### config.mk
export PLATFORM = sky130hd
export DESIGN_NAME = box_subtract_split_top
export DESIGN_NICKNAME = d
export VERILOG_FILES = /design/src/hw/rtl/bss_pkg.sv /design/src/hw/rtl/bss_front.sv /design/src/hw/rtl/bss_queue.sv /design/src/hw/rtl/bss_back.sv /design/src/hw/rtl/box_subtract_split_top.sv
export SDC_FILE = /design/constraint.sdc
export NUM_CORES = 1
export LEC_CHECK = 0
export BUFFER_PORTS_ARGS = -buffer_cell sky130_fd_sc_hd__buf_2
export CAP_MARGIN = 20
export CORE_MARGIN = 2
export CORE_UTILIZATION = 45
export DETAILED_ROUTE_END_ITERATION = 16
export SETUP_SLACK_MARGIN = 0.3
export SLEW_MARGIN = 20
export SYNTH_ARGS = -nofsm -noshare
export SYNTH_HDL_FRONTEND = slang
export SYNTH_SLANG_ARGS = --single-unit
### constraint.sdc
create_clock -name clk -period 21.1 [get_ports clk]
set_input_delay 6.33 -clock clk [delete_from_list [all_inputs] [get_ports clk]]
set_output_delay 6.33 -clock clk [all_outputs]
set_load 0.02 [all_outputs]
### src/hw/rtl/bss_pkg.sv
// Shared constants and types for the box subtraction splitter.
`timescale 1ns / 1ps
package bss_pkg;

	localparam int PIECE_MAX   = 6;
	localparam int REC_COORDS  = 18;
	localparam int QUEUE_DEPTH = 2;

	localparam int AX_X = 0;
	localparam int AX_Y = 1;
	localparam int AX_Z = 2;

	typedef enum logic [2:0] {
		SIDE_ABOVE  = 3'd0,
		SIDE_BELOW  = 3'd1,
		SIDE_HIGH_Y = 3'd2,
		SIDE_LOW_Y  = 3'd3,
		SIDE_HIGH_X = 3'd4,
		SIDE_LOW_X  = 3'd5
	} side_t;

endpackage

### src/hw/rtl/bss_front.sv
// Front end: accepts items, clamps the cutter and classifies the sides.
`timescale 1ns / 1ps
module bss_front
	import bss_pkg::*;
#(
	parameter int COORD_BITS = 16,
	localparam int REC_W = REC_COORDS * COORD_BITS + PIECE_MAX
) (
	input  logic                         clk,
	input  logic                         arst_n,
	input  logic                         push,
	output logic                         full,
	input  logic signed [COORD_BITS-1:0] src_high_x,
	input  logic signed [COORD_BITS-1:0] src_high_y,
	input  logic signed [COORD_BITS-1:0] src_high_z,
	input  logic signed [COORD_BITS-1:0] src_low_x,
	input  logic signed [COORD_BITS-1:0] src_low_y,
	input  logic signed [COORD_BITS-1:0] src_low_z,
	input  logic signed [COORD_BITS-1:0] cut_high_x,
	input  logic signed [COORD_BITS-1:0] cut_high_y,
	input  logic signed [COORD_BITS-1:0] cut_high_z,
	input  logic signed [COORD_BITS-1:0] cut_low_x,
	input  logic signed [COORD_BITS-1:0] cut_low_y,
	input  logic signed [COORD_BITS-1:0] cut_low_z,
	output logic                         q_wr,
	input  logic                         q_full,
	output logic [REC_W-1:0]             q_data
);

	typedef struct packed {
		logic [PIECE_MAX-1:0]         mask;
		logic [2:0][COORD_BITS-1:0]   sh;
		logic [2:0][COORD_BITS-1:0]   sl;
		logic [2:0][COORD_BITS-1:0]   ch;
		logic [2:0][COORD_BITS-1:0]   cl;
		logic [2:0][COORD_BITS-1:0]   chp;
		logic [2:0][COORD_BITS-1:0]   clm;
	} rec_t;

	logic [2:0][COORD_BITS-1:0] src_hi, src_lo, cut_hi, cut_lo;
	logic [2:0][COORD_BITS-1:0] clamp_hi, clamp_lo;
	logic [2:0][COORD_BITS-1:0] sh_s1, sl_s1, ch_s1, cl_s1;
	logic                       valid_s1;
	logic                       adv;
	rec_t                       rec;

	assign src_hi = {src_high_z, src_high_y, src_high_x};
	assign src_lo = {src_low_z, src_low_y, src_low_x};
	assign cut_hi = {cut_high_z, cut_high_y, cut_high_x};
	assign cut_lo = {cut_low_z, cut_low_y, cut_low_x};

	always_comb begin
		for (int a = 0; a < 3; a++) begin
			clamp_hi[a] = ($signed(cut_hi[a]) > $signed(src_hi[a])) ? src_hi[a] : cut_hi[a];
			clamp_lo[a] = ($signed(cut_lo[a]) < $signed(src_lo[a])) ? src_lo[a] : cut_lo[a];
		end
	end

	assign adv  = !valid_s1 || !q_full;
	assign full = !adv;

	always_ff @(posedge clk or negedge arst_n) begin
		if (!arst_n) begin
			valid_s1 <= 1'b0;
		end else if (adv) begin
			valid_s1 <= push;
		end
	end

	always_ff @(posedge clk) begin
		if (adv && push) begin
			sh_s1 <= src_hi;
			sl_s1 <= src_lo;
			ch_s1 <= clamp_hi;
			cl_s1 <= clamp_lo;
		end
	end

	always_comb begin
		rec.sh = sh_s1;
		rec.sl = sl_s1;
		rec.ch = ch_s1;
		rec.cl = cl_s1;
		for (int a = 0; a < 3; a++) begin
			rec.chp[a] = ch_s1[a] + COORD_BITS'(1);
			rec.clm[a] = cl_s1[a] - COORD_BITS'(1);
		end
		rec.mask              = '0;
		rec.mask[SIDE_ABOVE]  = $signed(sh_s1[AX_Z]) > $signed(ch_s1[AX_Z]);
		rec.mask[SIDE_BELOW]  = $signed(sl_s1[AX_Z]) < $signed(cl_s1[AX_Z]);
		rec.mask[SIDE_HIGH_Y] = $signed(sh_s1[AX_Y]) > $signed(ch_s1[AX_Y]);
		rec.mask[SIDE_LOW_Y]  = $signed(sl_s1[AX_Y]) < $signed(cl_s1[AX_Y]);
		rec.mask[SIDE_HIGH_X] = $signed(sh_s1[AX_X]) > $signed(ch_s1[AX_X]);
		rec.mask[SIDE_LOW_X]  = $signed(sl_s1[AX_X]) < $signed(cl_s1[AX_X]);
	end

	assign q_wr   = valid_s1 && !q_full;
	assign q_data = rec;

endmodule

### src/hw/rtl/bss_queue.sv
// Short queue of classified items between the front and back ends.
`timescale 1ns / 1ps
module bss_queue
	import bss_pkg::*;
#(
	parameter int W = 8
) (
	input  logic         clk,
	input  logic         arst_n,
	input  logic         wr_en,
	input  logic [W-1:0] wr_data,
	output logic         full,
	input  logic         rd_en,
	output logic         rd_valid,
	output logic [W-1:0] rd_data
);

	localparam int PTR_W = (QUEUE_DEPTH > 1) ? $clog2(QUEUE_DEPTH) : 1;
	localparam int CNT_W = $clog2(QUEUE_DEPTH + 1);

	logic [W-1:0]     mem_q [QUEUE_DEPTH];
	logic [PTR_W-1:0] wr_ptr_q, rd_ptr_q;
	logic [CNT_W-1:0] count_q;
	logic             do_wr, do_rd;

	assign full     = count_q == CNT_W'(QUEUE_DEPTH);
	assign rd_valid = count_q != '0;
	assign do_wr    = wr_en && !full;
	assign do_rd    = rd_en && rd_valid;
	assign rd_data  = mem_q[rd_ptr_q];

	always_ff @(posedge clk) begin
		if (do_wr) begin
			mem_q[wr_ptr_q] <= wr_data;
		end
	end

	always_ff @(posedge clk or negedge arst_n) begin
		if (!arst_n) begin
			wr_ptr_q <= '0;
			rd_ptr_q <= '0;
			count_q  <= '0;
		end else begin
			if (do_wr) begin
				wr_ptr_q <= (wr_ptr_q == PTR_W'(QUEUE_DEPTH - 1)) ? '0 : wr_ptr_q + PTR_W'(1);
			end
			if (do_rd) begin
				rd_ptr_q <= (rd_ptr_q == PTR_W'(QUEUE_DEPTH - 1)) ? '0 : rd_ptr_q + PTR_W'(1);
			end
			if (do_wr && !do_rd) begin
				count_q <= count_q + CNT_W'(1);
			end else if (do_rd && !do_wr) begin
				count_q <= count_q - CNT_W'(1);
			end
		end
	end

endmodule

### src/hw/rtl/bss_back.sv
// Back end: walks the side mask, one child box per unstalled cycle.
`timescale 1ns / 1ps
module bss_back
	import bss_pkg::*;
#(
	parameter int COORD_BITS = 16,
	localparam int REC_W = REC_COORDS * COORD_BITS + PIECE_MAX
) (
	input  logic                         clk,
	input  logic                         arst_n,
	input  logic                         q_valid,
	input  logic [REC_W-1:0]             q_data,
	output logic                         q_rd,
	output logic                         empty,
	input  logic                         pop,
	output logic signed [COORD_BITS-1:0] piece_high_x,
	output logic signed [COORD_BITS-1:0] piece_high_y,
	output logic signed [COORD_BITS-1:0] piece_high_z,
	output logic signed [COORD_BITS-1:0] piece_low_x,
	output logic signed [COORD_BITS-1:0] piece_low_y,
	output logic signed [COORD_BITS-1:0] piece_low_z,
	output logic [2:0]                   piece_side,
	output logic                         piece_last,
	output logic                         no_pieces
);

	typedef struct packed {
		logic [PIECE_MAX-1:0]         mask;
		logic [2:0][COORD_BITS-1:0]   sh;
		logic [2:0][COORD_BITS-1:0]   sl;
		logic [2:0][COORD_BITS-1:0]   ch;
		logic [2:0][COORD_BITS-1:0]   cl;
		logic [2:0][COORD_BITS-1:0]   chp;
		logic [2:0][COORD_BITS-1:0]   clm;
	} rec_t;

	rec_t                       cur_q;
	logic                       cur_v_q;
	logic [PIECE_MAX-1:0]       rem_q, rem_next;
	side_t                      side_idx;
	logic                       none, last_now;
	logic                       out_load, emit, done;
	logic [2:0][COORD_BITS-1:0] hi, lo;

	logic                       out_v_q;
	logic [2:0][COORD_BITS-1:0] hi_q, lo_q;
	side_t                      side_q;
	logic                       last_q, none_q;

	always_comb begin
		side_idx = SIDE_ABOVE;
		for (int i = PIECE_MAX - 1; i >= 0; i--) begin
			if (rem_q[i]) begin
				side_idx = side_t'(3'(i));
			end
		end
	end

	assign rem_next = rem_q & (rem_q - PIECE_MAX'(1));
	assign none     = rem_q == '0;
	assign last_now = rem_next == '0;

	always_comb begin
		hi = cur_q.sh;
		lo = cur_q.sl;
		unique case (side_idx)
			SIDE_ABOVE: begin
				lo[AX_Z] = cur_q.chp[AX_Z];
			end
			SIDE_BELOW: begin
				hi[AX_Z] = cur_q.clm[AX_Z];
			end
			SIDE_HIGH_Y: begin
				hi[AX_Z] = cur_q.ch[AX_Z];
				lo[AX_Y] = cur_q.chp[AX_Y];
				lo[AX_Z] = cur_q.cl[AX_Z];
			end
			SIDE_LOW_Y: begin
				hi[AX_Y] = cur_q.clm[AX_Y];
				hi[AX_Z] = cur_q.ch[AX_Z];
				lo[AX_Z] = cur_q.cl[AX_Z];
			end
			SIDE_HIGH_X: begin
				hi[AX_Y] = cur_q.ch[AX_Y];
				hi[AX_Z] = cur_q.ch[AX_Z];
				lo[AX_X] = cur_q.chp[AX_X];
				lo[AX_Y] = cur_q.cl[AX_Y];
				lo[AX_Z] = cur_q.cl[AX_Z];
			end
			SIDE_LOW_X: begin
				hi[AX_X] = cur_q.clm[AX_X];
				hi[AX_Y] = cur_q.ch[AX_Y];
				hi[AX_Z] = cur_q.ch[AX_Z];
				lo[AX_Y] = cur_q.cl[AX_Y];
				lo[AX_Z] = cur_q.cl[AX_Z];
			end
			default: begin
				hi = cur_q.sh;
				lo = cur_q.sl;
			end
		endcase
		if (none) begin
			hi = '0;
			lo = '0;
		end
	end

	assign out_load = !out_v_q || pop;
	assign emit     = cur_v_q && out_load;
	assign done     = emit && last_now;
	assign q_rd     = q_valid && (!cur_v_q || done);

	always_ff @(posedge clk or negedge arst_n) begin
		if (!arst_n) begin
			cur_v_q <= 1'b0;
			rem_q   <= '0;
			out_v_q <= 1'b0;
		end else begin
			if (q_rd) begin
				cur_v_q <= 1'b1;
				rem_q   <= q_data[REC_W-1 -: PIECE_MAX];
			end else if (emit) begin
				cur_v_q <= !done;
				rem_q   <= rem_next;
			end
			if (emit) begin
				out_v_q <= 1'b1;
			end else if (pop) begin
				out_v_q <= 1'b0;
			end
		end
	end

	always_ff @(posedge clk) begin
		if (q_rd) begin
			cur_q <= q_data;
		end
		if (emit) begin
			hi_q   <= hi;
			lo_q   <= lo;
			side_q <= none ? SIDE_ABOVE : side_idx;
			last_q <= last_now;
			none_q <= none;
		end
	end

	assign empty        = !out_v_q;
	assign piece_high_x = hi_q[AX_X];
	assign piece_high_y = hi_q[AX_Y];
	assign piece_high_z = hi_q[AX_Z];
	assign piece_low_x  = lo_q[AX_X];
	assign piece_low_y  = lo_q[AX_Y];
	assign piece_low_z  = lo_q[AX_Z];
	assign piece_side   = side_q;
	assign piece_last   = last_q;
	assign no_pieces    = none_q;

endmodule

### src/hw/rtl/box_subtract_split_top.sv
// Top level of the axis-aligned 3D box subtraction splitter.
`timescale 1ns / 1ps
// Usage:
//   Input queue port: drive the twelve source and cutter corner fields with push
//   high; the item is taken at a rising edge where push is high and full is low.
//   Result queue port: while empty is low the oldest child box is on the piece
//   ports; it is taken at a rising edge where pop is high. An item yields one to
//   six results in the order above, below, higher y, lower y, higher x, lower x;
//   piece_last marks its final one. When the cutter covers the source a single
//   result with no_pieces set and zero coordinates is given.
// Data path and flow:
//   The first result of an item passes the clamp register, the queue, the back
//   end's current item register and the output register. While pop is high the
//   back end issues one result per cycle, and the input takes items back to back
//   while pieces are issued.
//   A clamp stage, a two-entry queue and the output register decouple the sides.
// Reset and stalls:
//   arst_n clears all queues and valid flags; nothing is shown until new items
//   arrive. When pop stays low the shown result holds, the back end stops and the
//   queue and clamp stage fill, after which full rises.
module box_subtract_split_top
	import bss_pkg::*;
#(
	parameter int COORD_BITS = 16
) (
	input  logic                         clk,
	input  logic                         arst_n,
	input  logic                         push,
	output logic                         full,
	input  logic signed [COORD_BITS-1:0] src_high_x,
	input  logic signed [COORD_BITS-1:0] src_high_y,
	input  logic signed [COORD_BITS-1:0] src_high_z,
	input  logic signed [COORD_BITS-1:0] src_low_x,
	input  logic signed [COORD_BITS-1:0] src_low_y,
	input  logic signed [COORD_BITS-1:0] src_low_z,
	input  logic signed [COORD_BITS-1:0] cut_high_x,
	input  logic signed [COORD_BITS-1:0] cut_high_y,
	input  logic signed [COORD_BITS-1:0] cut_high_z,
	input  logic signed [COORD_BITS-1:0] cut_low_x,
	input  logic signed [COORD_BITS-1:0] cut_low_y,
	input  logic signed [COORD_BITS-1:0] cut_low_z,
	output logic                         empty,
	input  logic                         pop,
	output logic signed [COORD_BITS-1:0] piece_high_x,
	output logic signed [COORD_BITS-1:0] piece_high_y,
	output logic signed [COORD_BITS-1:0] piece_high_z,
	output logic signed [COORD_BITS-1:0] piece_low_x,
	output logic signed [COORD_BITS-1:0] piece_low_y,
	output logic signed [COORD_BITS-1:0] piece_low_z,
	output logic [2:0]                   piece_side,
	output logic                         piece_last,
	output logic                         no_pieces
);

	localparam int REC_W = REC_COORDS * COORD_BITS + PIECE_MAX;

	logic             q_wr, q_full, q_rd, q_valid;
	logic [REC_W-1:0] q_wdata, q_rdata;

	bss_front #(
		.COORD_BITS(COORD_BITS)
	) u_front (
		.clk       (clk),
		.arst_n    (arst_n),
		.push      (push),
		.full      (full),
		.src_high_x(src_high_x),
		.src_high_y(src_high_y),
		.src_high_z(src_high_z),
		.src_low_x (src_low_x),
		.src_low_y (src_low_y),
		.src_low_z (src_low_z),
		.cut_high_x(cut_high_x),
		.cut_high_y(cut_high_y),
		.cut_high_z(cut_high_z),
		.cut_low_x (cut_low_x),
		.cut_low_y (cut_low_y),
		.cut_low_z (cut_low_z),
		.q_wr      (q_wr),
		.q_full    (q_full),
		.q_data    (q_wdata)
	);

	bss_queue #(
		.W(REC_W)
	) u_queue (
		.clk     (clk),
		.arst_n  (arst_n),
		.wr_en   (q_wr),
		.wr_data (q_wdata),
		.full    (q_full),
		.rd_en   (q_rd),
		.rd_valid(q_valid),
		.rd_data (q_rdata)
	);

	bss_back #(
		.COORD_BITS(COORD_BITS)
	) u_back (
		.clk         (clk),
		.arst_n      (arst_n),
		.q_valid     (q_valid),
		.q_data      (q_rdata),
		.q_rd        (q_rd),
		.empty       (empty),
		.pop         (pop),
		.piece_high_x(piece_high_x),
		.piece_high_y(piece_high_y),
		.piece_high_z(piece_high_z),
		.piece_low_x (piece_low_x),
		.piece_low_y (piece_low_y),
		.piece_low_z (piece_low_z),
		.piece_side  (piece_side),
		.piece_last  (piece_last),
		.no_pieces   (no_pieces)
	);

endmodule

==> summary.md <==
| Metric | Value |
|---|---|
| Clock skew | `18.4 ps` |
| Util after Layout | `0.519` |
| Switching pwr | `2.52 mW` |
| Worst endpoint required time | `21510 ps` |
| WP data arrival | `9060 ps` |
| Max-cap violations | `0` |
| Clk slew on worst S/H paths | `60 ps` |
| Share of power burned in combinational logic | `0.266` |
| Int Power | `5.41 mW` |
| Worst hold-check path type | `register to register` |
| Min Tclk post-route | `8650 ps` |
| CTS tree | `done` |
| Post-Syn Nets | `3288` |
| Cells after Synth | `2899` |
| Register share of total power | `0.489` |
| Setup_tns | `0 ps` |
| #FFs+latches synth | `1086` |
| PortBufs | `298` |
| Post-synth EDFFs | `1073` |
| GRT Total Usage | `0.195` |
| Library cells used by synthesis | `66` |
| Post-CTS setup buffers | `0` |
| Starting Density | `0.454` |
| Clock Path Buffers | `3` |
| P&R area growth vs syn | `14.4%` |
| Yosys Warn Count | `0` |
| Seq/Total Area, Yosys | `0.705` |
| Die area | `105000 um2` |
| Pwr/cell area | `150 nW/um2` |
| Post-synthesis async set-or-reset flop share | `0.0120` |
| Class of the most critical setup path | `input pin to register` |
| Core ar. | `102000 um2` |
| Outcome | `finished, final reports clean` |
| Clock insertion delay at the later pin of the skew report | `680 ps` |
| Post-synth top flop | `edfxtp_1` |
| Leakage power | `19.7 nW` |
| Via count | `25460` |
| Slowest stage delay, CP | `600 ps` |
| Layout cells sized above 1 | `0.249` |
| Gpl congestion | `0.867` |
| F_max | `116 MHz` |
| Setup violators final | `0` |
| Clk root buf | `clkbuf_16` |
| Sw frac | `0.318` |
| Average routed wire per standard cell | `22.2 um` |
| Cts repair resizes | `0` |
| CP endpoint kind | `register` |
| CTS Buf Count | `112` |
| Worst-margin pin slew | `1160 ps` |
| Crit path max fanout | `62` |
| Die height | `324 um` |
| ANT nets after route | `0` |
| CP max stage cell | `a41o_1` |
| Largest net degree at the start of global routing | `165` |
| Worst rel slew slack | `0.224` |
| Peak supply drop | `0.000156 V` |
| Die W | `324 um` |
| Tcrit/Tclk final | `0.410` |
| CP cell instances | `buf_2, inv_1, ha_1, buf_4, nand2_1, nor2_1, a41o_1, nor2_1, a311o_1` |
| Clock Power Share | `0.245` |
| Layout Nets | `3624` |
| I/O pin count | `299` |
| Hpwl dp | `68300 um` |
| CP dominant cell by count | `nor2_1` |
| Synthesized area | `46200 um2` |
| First-pass GRT wire length | `155000 um` |
| Post-DR vias/cell | `5.43` |
| Final WL | `104000 um` |
| Remaining global-route overflow | `0` |
| Initial antenna violation count | `10` |
| CTS sink cnt | `1086` |
| CP Launch Type | `input pin` |
| Fillcell total | `8354` |
| Fin. Hold Viols | `0` |
| RSZ-0062 raised after global routing | `no` |
| Syn_area_per_cell | `15.9 um2` |
| Max H-tree Level | `3` |
| Hold_buf cts | `0` |
| Starting DRT DRC Count | `2054` |
| Number of global-route vias before repair | `25513` |
| 1st-pass router iterations | `7` |
| Core Rows | `117` |
| Final Max Tran Viols | `0` |
| DRC violation count after routing | `0` |
final cells by class:
cell class | count | area, um2 | share of cell area
repair buffers | 322 | 1730 | 0.0327
inverters | 226 | 858 | 0.0162
flip-flops and latches | 1086 | 32600 | 0.616
well taps | 1368 | 1710 | 0.0324
clock inverters | 70 | 731 | 0.0138
diodes | 1 | 2.50 | 0.0000474
clock buffers | 132 | 2880 | 0.0545
multi-input cells | 1487 | 12400 | 0.234
routing by layer:
layer	vias to the layer above	GRT usage	part of all wire
met5	-	0	0.00051
met1	12856	0.277	0.46
met3	139	0.0315	0.051
met4	8	0.0533	0.021
li1	11742	-	-
met2	715	0.313	0.47
cells by family after synthesis:
family                   Yosys count  share of synthesized area
flip-flops                      1086                      0.705
AND/OR/NAND/NOR                  527                     0.0582
multiplexers                     365                     0.0907
buffers and inverters            326                     0.0281
AO/OA/AOI/OAI                    317                     0.0494
adder cells (fa/ha/maj)          194                     0.0525
XOR/XNOR                          84                     0.0159
sequential cells by signal (all words and copies together), names as in the netlist, 6 cells and up:
name and count:
u_back.rem_q 6, u_front.q_data 192, u_back.piece_high_y 16, u_back.piece_high_x 16, u_back.piece_low_y 16, u_back.piece_low_z 16
u_back.piece_low_x 16, u_queue.mem_q 524, u_back.cur_q 256, u_back.piece_high_z 16
worst max-delay path: cells and delay by family:
kind            cells  cell delay (ps)
compound gates      2             1070
simple gates        3              790
buf+inv             3              600
fa+ha+maj           1              260
power by group through the flow:
stage | clock (mW) | combinational (mW) | sequential (mW)
after global placement | 0 | 2.10 | 3.90
final | 1.94 | 2.11 | 3.88
after global routing | 2.08 | 2.30 | 3.95
after CTS | 1.99 | 2.15 | 3.89
after floorplan | 0 | 1.30 | 4.11
after detailed placement | 0 | 2.14 | 3.93
path summary, 6_finish.rpt:
path,startpoint,to,slack [ps],cells past startpoint
setup / recovery,src_low_y[15],u_front.q_data[114],12450,9
hold / removal,u_front.q_data[256],u_queue.mem_q[1][256],480,0
setup reg to reg,u_back.rem_q[5],u_back.cur_q[130],17210,5
hold reg to reg,u_front.q_data[256],u_queue.mem_q[1][256],480,0
max in group asynchronous,arst_n,u_queue.rd_ptr_q,15290,1
min in group asynchronous,arst_n,u_front.valid_s1,5530,1
per-stage QoR:
stage               area [um2]  power [mW]  instances  setup slack, ps  hold WS [ps]
finish                   52800        7.92       4692            12450           483
global route             52800        8.33       4691            12220           498
CTS                      52800        8.03       4690            12500           484
detailed placement       49200        6.06       4488            11770           470
global placement         49200        6.01       4488            11890           457
floorplan                46200        5.41       2899             8720           436
Yosys cell counts (5+ instances only):
cell type  count  share of area
nand3_1       41         0.0044
nor3_1        28         0.0030
nand2b_1      44         0.0060
mux2_2       291          0.071
xnor2_1       76          0.014
a21o_1        40         0.0065
xor2_1         8         0.0015
a221o_1       19         0.0041
ha_1         193          0.052
mux2_4        33          0.011
o21a_1         8         0.0013
dfrtp_1       13         0.0070
a311o_1       14         0.0030
nor4_1         8         0.0011
or3_1          5        0.00068
nor2_1        96         0.0078
mux2i_1       39         0.0085
a211o_1        5        0.00095
nor2b_1       10         0.0014
o211ai_1       5        0.00081
buf_6          6         0.0015
a222oi_1      16         0.0035
a22oi_1       30         0.0049
edfxtp_1    1073           0.70
nand4_1       59         0.0080
buf_2         17         0.0018
a21oi_1       89         0.0097
and3_1         7        0.00095
o21ai_0       26         0.0028
clkbuf_1      64         0.0052
nand2_1      164          0.013
inv_1        226          0.018
nand3b_1      18         0.0029
nor4b_1       14         0.0027
buf_1         10        0.00081
a211oi_1      37         0.0060
nand4b_1      16         0.0030
cells in the final DEF (no fill, tap or decap), types with 18 or more instances in the layout:
cell type / netlist / layout
xnor2_1: 76 / 76
inv_1: 226 / 224
buf_4: 2 / 20
clkbuf_1: 64 / 20
a21oi_1: 89 / 88
nand3b_1: 18 / 18
nor2_1: 96 / 94
a211oi_1: 37 / 37
o21ai_0: 26 / 26
buf_2: 17 / 298
nand4_1: 59 / 59
mux2i_1: 39 / 39
nand3_1: 41 / 41
nor3_1: 28 / 27
a21o_1: 40 / 40
nand2_1: 164 / 164
ha_1: 193 / 193
mux2_2: 291 / 291
a22oi_1: 30 / 30
clkinv_1: 0 / 23
mux2_4: 33 / 33
clkbuf_16: 0 / 112
nand2b_1: 44 / 44
a221o_1: 19 / 19
edfxtp_1: 1073 / 1073
Note: power is estimated with default switching activity, not from simulation.
